--- src/humidity_sensor_frame_decoder_unit_defines.svh ---
// Assertion macros used by the top RTL file of the frame decoder.
`ifndef HUMIDITY_SENSOR_FRAME_DECODER_UNIT_DEFINES_SVH
`define HUMIDITY_SENSOR_FRAME_DECODER_UNIT_DEFINES_SVH

`ifndef ASSERT_OFF

`define HSFD_ASSERT_IMPL(lbl, clk, rst, ante, cons) \
  lbl: assert property (@(posedge clk) disable iff (rst) (ante) |-> (cons)) \
    else $error("hsfd assertion failed");

`define HSFD_ASSERT_NEXT(lbl, clk, rst, ante, cons) \
  lbl: assert property (@(posedge clk) disable iff (rst) (ante) |=> (cons)) \
    else $error("hsfd assertion failed");

`else

`define HSFD_ASSERT_IMPL(lbl, clk, rst, ante, cons)

`define HSFD_ASSERT_NEXT(lbl, clk, rst, ante, cons)

`endif

`endif

--- src/hsfd_pkg.sv ---
package hsfd_pkg;

  // Decoded request fields.
  typedef struct packed {
    logic               operation;
    logic [7:0]         data_high;
    logic [7:0]         data_low;
    logic [7:0]         check_byte;
    logic               compensate;
    logic signed [14:0] ambient_temp;
  } hsfd_req_t;

  // Result fields.
  typedef struct packed {
    logic               status;
    logic [15:0]        raw_word;
    logic signed [14:0] value;
  } hsfd_res_t;

  localparam logic       OP_TEMP     = 1'b0;
  localparam logic       OP_HUMID    = 1'b1;
  localparam logic       STATUS_OK   = 1'b0;
  localparam logic       STATUS_CRC  = 1'b1;

  localparam logic [7:0] CRC_POLY    = 8'h31;

  localparam logic [14:0] T_MUL      = 15'd17572;
  localparam logic [13:0] RH_MUL     = 14'd12500;
  localparam logic signed [16:0] T_OFFSET  = 17'sd4685;
  localparam logic signed [16:0] RH_OFFSET = 17'sd600;

  // Compensation floor((t - 2500) * 15 / 100) with u = t + 16384 becomes
  // floor((15 * u + 40) / 100) - 2833. The division by 100 is a multiply by
  // ceil(2^26 / 100) = 671089 followed by a 26-bit shift, exact for the
  // whole range of u.
  localparam logic [23:0] COMP_RECIP = 24'd10066335;  // 15 * 671089
  localparam logic [24:0] COMP_BIAS  = 25'd26843560;  // 40 * 671089
  localparam int          COMP_SHIFT = 26;
  localparam logic signed [16:0] COMP_ZERO = 17'sd2833;

  // Eight MSB-first CRC steps over one byte already folded into the CRC.
  function automatic logic [7:0] crc8_byte(input logic [7:0] seed);
    logic [7:0] crc;
    crc = seed;
    for (int i = 0; i < 8; i++) begin
      if (crc[7]) begin
        crc = {crc[6:0], 1'b0} ^ CRC_POLY;
      end else begin
        crc = {crc[6:0], 1'b0};
      end
    end
    return crc;
  endfunction

endpackage

--- src/hsfd_convert.sv ---
module hsfd_convert
  import hsfd_pkg::*;
(
  input  hsfd_req_t req,
  output hsfd_res_t res
);

  logic [15:0]        word;
  logic [7:0]         crc;
  logic [30:0]        t_prod;
  logic [29:0]        h_prod;
  logic [14:0]        t_u;
  logic [38:0]        c_prod;
  logic [12:0]        c_quot;
  logic signed [16:0] t_val;
  logic signed [16:0] h_val;
  logic signed [16:0] c_val;
  logic signed [16:0] sel_val;

  assign word = {req.data_high, req.data_low};

  // With a zero initial value the high byte goes straight in.
  assign crc = crc8_byte(crc8_byte(req.data_high) ^ req.data_low);

  assign t_prod = 31'(word) * 31'(T_MUL);
  assign h_prod = 30'(word) * 30'(RH_MUL);

  // Offset binary form of the signed ambient temperature.
  assign t_u    = {~req.ambient_temp[14], req.ambient_temp[13:0]};
  assign c_prod = 39'(t_u) * 39'(COMP_RECIP) + 39'(COMP_BIAS);
  assign c_quot = c_prod[38:COMP_SHIFT];

  assign t_val = $signed({2'b00, t_prod[30:16]}) - T_OFFSET;
  assign c_val = $signed({4'b0000, c_quot}) - COMP_ZERO;

  always_comb begin
    h_val = $signed({3'b000, h_prod[29:16]}) - RH_OFFSET;
    if (req.compensate) begin
      h_val = h_val + c_val;
    end
  end

  assign sel_val = (req.operation == OP_HUMID) ? h_val : t_val;

  always_comb begin
    res.raw_word = word;
    if (crc == req.check_byte) begin
      res.status = STATUS_OK;
      res.value  = sel_val[14:0];
    end else begin
      res.status = STATUS_CRC;
      res.value  = '0;
    end
  end

endmodule

--- src/humidity_sensor_frame_decoder_unit.sv ---
// Sensor frame decoder: checks the CRC-8 of a two-byte measurement and turns
// it into hundredths of a degree Celsius or of a percent relative humidity.
// Input channel s_axis_*: one request per frame; s_axis_tuser selects
// temperature (0) or humidity (1), s_axis_tdata carries the bytes and the
// optional compensation temperature.
// Output channel m_axis_*: one result per request, in order; m_axis_tuser is
// the status (1 on CRC mismatch, value then reads zero).
// The request lands in an input register, the CRC and the constant
// multiplies run in the logic between, and the result register presents it.
// Throughput is one request per cycle while m_axis_tready stays high, set by
// that single register-to-register pass.
// When a result waits and m_axis_tready is low the result register holds; an
// empty input register still takes one more request, after which s_axis_tready drops.
// Reset empties both registers; there is no other state.
`include "humidity_sensor_frame_decoder_unit_defines.svh"

module humidity_sensor_frame_decoder_unit
  import hsfd_pkg::*;
(
  input  logic        clk,
  input  logic        rst,
  input  logic        s_axis_tvalid,
  output logic        s_axis_tready,
  // [7:0] data_high, [15:8] data_low, [23:16] check_byte, [24] compensate,
  // [39:25] ambient_temp
  input  logic [39:0] s_axis_tdata,
  // [0] operation
  input  logic        s_axis_tuser,
  output logic        m_axis_tvalid,
  input  logic        m_axis_tready,
  // [15:0] raw_word, [30:16] value, [31] zero
  output logic [31:0] m_axis_tdata,
  // [0] status
  output logic        m_axis_tuser
);

  logic        in_valid;
  hsfd_req_t   in_q;
  logic        out_valid;
  hsfd_res_t   out_q;
  hsfd_res_t   res;
  logic        out_free;
  logic [15:0] in_word;

  assign out_free      = !out_valid || m_axis_tready;
  assign s_axis_tready = !in_valid || out_free;
  assign in_word       = {in_q.data_high, in_q.data_low};

  always_ff @(posedge clk) begin
    if (rst) begin
      in_valid  <= 1'b0;
      out_valid <= 1'b0;
    end else begin
      if (s_axis_tready) begin
        in_valid <= s_axis_tvalid;
      end
      if (out_free) begin
        out_valid <= in_valid;
      end
    end
  end

  always_ff @(posedge clk) begin
    if (s_axis_tvalid && s_axis_tready) begin
      in_q.operation    <= s_axis_tuser;
      in_q.data_high    <= s_axis_tdata[7:0];
      in_q.data_low     <= s_axis_tdata[15:8];
      in_q.check_byte   <= s_axis_tdata[23:16];
      in_q.compensate   <= s_axis_tdata[24];
      in_q.ambient_temp <= s_axis_tdata[39:25];
    end
    if (in_valid && out_free) begin
      out_q <= res;
    end
  end

  hsfd_convert u_convert (
    .req (in_q),
    .res (res)
  );

  assign m_axis_tvalid = out_valid;
  assign m_axis_tdata  = {1'b0, out_q.value, out_q.raw_word};
  assign m_axis_tuser  = out_q.status;

  `HSFD_ASSERT_NEXT(a_load_in, clk, rst, s_axis_tvalid && s_axis_tready, in_valid)
  `HSFD_ASSERT_NEXT(a_hold_in, clk, rst, in_valid && !out_free, in_valid)
  `HSFD_ASSERT_NEXT(a_advance, clk, rst, in_valid && out_free, m_axis_tvalid)
  `HSFD_ASSERT_NEXT(a_raw_word, clk, rst, in_valid && out_free, out_q.raw_word == $past(in_word))
  `HSFD_ASSERT_IMPL(a_err_zero, clk, rst, m_axis_tvalid && (out_q.status == STATUS_CRC), out_q.value == '0)

endmodule

--- config.mk ---
export PLATFORM = sky130hd
export DESIGN_NAME = humidity_sensor_frame_decoder_unit
export DESIGN_NICKNAME = d
export VERILOG_FILES = /design/src/hsfd_pkg.sv /design/src/hsfd_convert.sv /design/src/humidity_sensor_frame_decoder_unit.sv
export VERILOG_INCLUDE_DIRS = /design/src /design/src/src
export SDC_FILE = /design/constraint.sdc
export NUM_CORES = 1
export LEC_CHECK = 0
export BUFFER_PORTS_ARGS = -buffer_cell sky130_fd_sc_hd__buf_2
export CORE_MARGIN = 1
export CORE_UTILIZATION = 52
export DETAILED_ROUTE_END_ITERATION = 16
export PLACE_DENSITY = 0.69
export SETUP_SLACK_MARGIN = 0.4
export SYNTH_ARGS = -nofsm -noshare
export SYNTH_HDL_FRONTEND = slang
export SYNTH_SLANG_ARGS = --single-unit
export TNS_END_PERCENT = 1
--- constraint.sdc ---
create_clock -name clk -period 11.15 [get_ports clk]
set_clock_uncertainty 0.1 [all_clocks]
set_input_delay 2.23 -clock clk [delete_from_list [all_inputs] [get_ports clk]]
set_output_delay 2.23 -clock clk [all_outputs]
set_load 0.005 [all_outputs]
Yosys cells after proc, flatten, opt, wreduce, memory -nomap -nowiden --
Cells that the tools add are included.
Cells by class: multipliers 3, add/subtract/negate cells 5, bitwise gates (word level) 18, eq/ne operators 1, mux-type cells 19, reduce and logical (&&, ||, !) cells 6
Operators by type and width (count):
- 6-bit two-way mux | 16
- 3-bit inverter | 16
- 39-bit by 25-bit adder with 39-bit output, second input constant | 1
- 15-bit by 24-bit multiplier with 39-bit output, second input constant | 1
- 15-bit two-way mux | 2
- 16-bit by 13-bit multiplier with 29-bit output, second input constant | 1
- 16-bit by 12-bit multiplier with 28-bit output, second input constant | 1
- 15-bit by 14-bit adder with 15-bit output | 1
- 14-bit by 10-bit subtractor with 15-bit output, second input constant | 1
- 15-bit by 13-bit subtractor with 15-bit output, second input constant | 1
- 13-bit by 12-bit subtractor with 14-bit output, second input constant | 1
- 8-bit == test | 1
- 8-bit XOR | 1
- 1-bit logical AND | 2
- 1-bit zero test | 2
- 1-bit logical OR | 2
- 1-bit two-way mux | 1
- 1-bit inverter | 1
Storage, ports and cells: bits of input ports 45, flip-flop bits (word level) 75

Longest topological paths before layout --
depth after elaboration 35, mapped depth 35, gate-level depth less buffers 35

By module --
Synthesis repeated with hierarchy kept, for this count alone.
Second synthesis, totals: cells, all modules 1603, area total of the unflattened synthesis 15733.8 µm²
Modules (own cells, without submodules):
- hsfd_convert | seq. area each 0.0 µm², instances 1, cells an instance 1518, area an instance 13426.6 µm²
- humidity_sensor_frame_decoder_unit | seq. area each 2232.1 µm², instances 1, cells an instance 85, area an instance 2307.2 µm²

Worst setup path after synthesis --
Ideal clock, no wire load.
path kind register to register, start point reg in_q[7] in the netlist's numbering, end point reg out_q, in the netlist m_axis_tdata[30] (data pin), clock period less this slack 8.706 ns, stages on the path, launching flop included 34, setup time 0.261 ns, arrival time 8.345 ns, slack 2.444 ns, path buffers 0, cells stage by stage edfxtp_1 > inv_1 > ha_1 > fa_1 > inv_1 > fa_1 > fa_1 > inv_1 > fa_1 > inv_1 > fa_1 > inv_1 > ha_1 > a211oi_1 > o211a_1 > a21boi_1 > o21ai_0 > or2_1 > or2_1 > ha_1 > a311o_1 > nor3b_1 > a21oi_1 > o221ai_1 > xor2_1 > ha_1 > inv_1 > a22oi_1 > a211oi_1 > o41ai_1 > a21oi_1 > a2111oi_4 > xnor2_1 > o31ai_2
On the way: cells in the longest elaborated chain, start to end 6
Ends and longest elaborated chain:
- start: declaration | line humidity_sensor_frame_decoder_unit.sv:38 | hsfd_req_t in_q;
- 15-bit by 24-bit multiplier with 39-bit output | line hsfd_convert.sv:30 | assign c_prod = 39'(t_u) * 39'(COMP_RECIP) + 39'(COMP_BIAS);
- 39-bit by 25-bit adder with 39-bit output | line hsfd_convert.sv:30
- 13-bit by 12-bit subtractor with 14-bit output | line hsfd_convert.sv:34 | assign c_val = $signed({4'b0000, c_quot}) - COMP_ZERO;
- 15-bit by 14-bit adder with 15-bit output | line hsfd_convert.sv:39 | h_val = h_val + c_val;
- 15-bit two-way mux | line hsfd_convert.sv:38 | if (req.compensate) begin
- 15-bit two-way mux | line hsfd_convert.sv:43 | assign sel_val = (req.operation == OP_HUMID) ? h_val : t_val;
- end signal: assignment | line humidity_sensor_frame_decoder_unit.sv:73 | out_q <= res;
- end: declaration | line humidity_sensor_frame_decoder_unit.sv:40 | hsfd_res_t out_q;
No other way between the ends. A chain may end at the register's enable or synchronous reset.

Worst setup path after layout --
Same ends and word-level chain as after synthesis.

==> flow_metrics.py <==
metrics = {
    "sta": {
        "slew-limit-headroom_pct": 37.1,
        "tightest_slew_ns": 0.942,
        "fin_crit_ns": 9.50,
        "setup_viol": 0,
        "rsz0062_at_grt": "no",
        "setup_tns_ns": 0,
        "finalHoldViolations": 0,
        "final.period_utilization_pct": 85.2,
        "fmax_ghz": 0.105,
        "drv_slew": 0,
    },
    "synth": {
        "synth_edf_count": 73,
        "syn_inst": 1604,
        "yosysTopAreaCell": "ha_1",
        "seq_area_frac_synth_pct": 14.2,
        "post_synth.cell_area_avg_um2": 9.78,
        "synthFlopType": "edfxtp_1",
        "synth_seq_cells": 75,
        "syn_nets": 2165,
        "async_reset_ff_share_pct": 0,
        "synthTopCellsByArea": "ha_1, fa_1, edfxtp_1",
        "synth_top_area_share_pct": 26.2,
        "ys_warn_count": 0,
        "synth.distinct_cells": 81,
        "netlist_area_um2": 15700,
    },
    "floorplanning": {
        "fp.dieArea_um2": 30900,
        "die_w_um": 176,
        "die_h_um": 176,
        "io-pin-count": 80,
        "core_um2": 29600,
        "row_count": 63,
        "initial_core_util_pct": 53.0,
    },
    "worst_setup_path": {
        "crit_buf_inv": 6,
        "worst-setup-path-type": "register to register",
        "critical-path-top-delay-family": "adder cells",
        "crit_path_max_fanout": 7,
        "critical_path.max_stage_delay_ns": 0.68,
        "crit_path_end_kind": "register",
        "rrSetupSlack_ns": 1.65,
        "cp_common_cell": "inv_1",
        "worstPathArrival_ns": 9.51,
        "r2r_start": "in_q[7]",
        "r2r_cells": 33,
        "r2r_end": "m_axis_tdata[30]",
        "crit_slowest_cell": "fa_1",
        "cp.required_ns": 11.15,
        "startpoint_type": "register",
    },
    "clock_tree": {
        "cts_resized": 0,
        "htreeDepth": 3,
        "clk_path_buf_depth": 2,
        "clkTransAtPathRegs_ns": 0.06,
        "cts_buffers": 9,
        "cts_tree": "yes",
        "cts_root_buffer": "clkbuf_16",
        "hold_buffers": 0,
        "worstSkewPairLatency_ns": 0.38,
        "cts_setup_buffers": 0,
        "cts.sinks": 75,
    },
    "status": {
        "outcome": "finished, final reports clean",
    },
    "hold_path": {
        "hp-class": "register to register",
        "hold_start": "in_valid",
        "hold_depth": 2,
        "min_to": "m_axis_tvalid",
    },
    "placement": {
        "gp_congestion": 0.907,
        "io_buffers": 78,
        "dp_hpwl_mm": 29.5,
        "dpl_cell_area_um2": 16500,
    },
    "routing": {
        "first_iter_violations": 537,
        "drc_errors": 0,
        "vias": 11100,
        "via_per_inst": 5.37,
        "ant_nets": 0,
        "routed_wl_mm": 34.3,
        "drt-wirelength-per-cell_um": 16.6,
        "dr.pass1.iters": 5,
    },
    "grt": {
        "grt_pass1_wl_mm": 58.6,
        "grt_start_max_net_pins": 33,
        "grt-ovfl-total": 0,
        "grt_use_total_pct": 24.3,
        "grt_pass1_vias": 11700,
        "antenna_found_initial": 0,
    },
    "job": {
        "drv_cap": 0,
    },
    "finish": {
        "seq_area_um2": 2230,
        "num-nets-final": 2238,
        "antenna_cells": 0,
        "area_growth_pct": 7.14,
        "final_area_um2": 16800,
        "multi_input_area_um2": 12000,
        "drive_above_1_share_pct": 7.49,
        "fillers": 2684,
    },
}
[worst register-to-register path: cells and delay by family, from the launching register on]
| kind | cells | cell delay (ns) |
|---|---|---|
| buffers and inverters | 6 | 0.48 |
| xor gates and xnor gates | 2 | 0.34 |
| adders and majority gates | 9 | 4.06 |
| AOI/OAI and AO/OA | 13 | 3.05 |
| DFF | 1 | 0.51 |
| and+or+nand+nor | 3 | 0.69 |
[cell usage in the layout (no fill, tap or decap), types with 9 or more instances in the layout]
cell / count
clkbuf_16: 9
nand2_1: 65
xnor2_1: 79
edfxtp_1: 73
o21ai_0: 49
o211ai_1: 13
and2_1: 11
and3_1: 9
mux2i_1: 11
xor2_1: 30
nor2_1: 64
buf_2: 78
a211oi_1: 23
a21oi_1: 59
nand3_1: 17
fa_1: 188
nor2b_1: 10
ha_1: 328
nor3_1: 17
a21o_1: 16
inv_1: 372
[state kept, by name (all words and copies together), names as in the netlist]
name,count
in_q,41
m_axis_tuser,1
m_axis_tdata,31
m_axis_tvalid,1
in_valid,1
[metrics by stage]
stage               utilization, %  std cells  setup WS, ns  hold WS, ns
floorplan                        -       1604          2.44        0.378
global placement              55.7       2056          1.93        0.411
detailed placement            55.7       2056          1.71        0.421
CTS                           56.7       2072          1.69        0.428
global route                  56.7       2072         0.950        0.473
finish                        56.7       2072          1.65        0.423
[area by class of cell]
| class | count | share of cell area [%] |
|---|---|---|
| inverters | 373 | 8.33 |
| well taps | 390 | 2.90 |
| repair buffers | 79 | 2.37 |
| multi-input cells | 1139 | 71.4 |
| clock inverters | 5 | 0.246 |
| clock buffers | 11 | 1.50 |
| flip-flops and latches | 75 | 13.3 |
[cells in the mapped netlist, drive strengths merged (4+ instances only)]
cell type,number
nor2,64
nor3,17
or3,7
mux2,4
mux2i,11
a211o,5
a22oi,4
nand2,65
nand3,17
a31oi,5
a211oi,23
xor2,30
and2,13
clkbuf,12
xnor2,79
o31ai,10
o21a,8
nor2b,11
fa,188
nand2b,6
a21o,16
or2,11
a311oi,6
and3,10
inv,372
o21ai,54
o311ai,6
a21oi,62
buf,5
a221oi,5
a21boi,6
ha,328
o211a,4
nor3b,5
o211ai,14
edfxtp,73
nand4,5
[per-layer routing]
| layer | share of wire (%) | up-vias | GRT usage [%] |
|---|---|---|---|
| li1 | - | 5506 | - |
| met1 | 49 | 5370 | 34.2 |
| met2 | 44 | 231 | 38.7 |
| met3 | 5.0 | 27 | 4.50 |
| met4 | 1.4 | 0 | 5.29 |
| met5 | 0 | - | 0 |
[worst max path at each step]
stage / startpoint / to / slack [ns] / cells after the start
after global routing: in_q[7] / m_axis_tdata[30] / 0.95 / 33
after global placement: in_q[7] / m_axis_tdata[30] / 1.93 / 33
after floorplan: in_q[7] / m_axis_tdata[30] / 2.44 / 33
after detailed placement: in_q[7] / m_axis_tdata[30] / 1.71 / 33
after CTS: in_q[7] / m_axis_tdata[30] / 1.69 / 33
final: in_q[7] / m_axis_tdata[30] / 1.65 / 33
[kinds of logic after synthesis]
group	share of synthesized area, %
adder cells (fa/ha/maj)	50.1
buffers and inverters	9.36
AO/OA/AOI/OAI	11.4
AND/OR/NAND/NOR	7.61
XOR/XNOR	6.23
flip-flops	14.2
multiplexers	0.989
other	0.0239
Power is not shown: default switching activity piles up to over one toggle a cycle in this logic, so the estimate is an artifact.
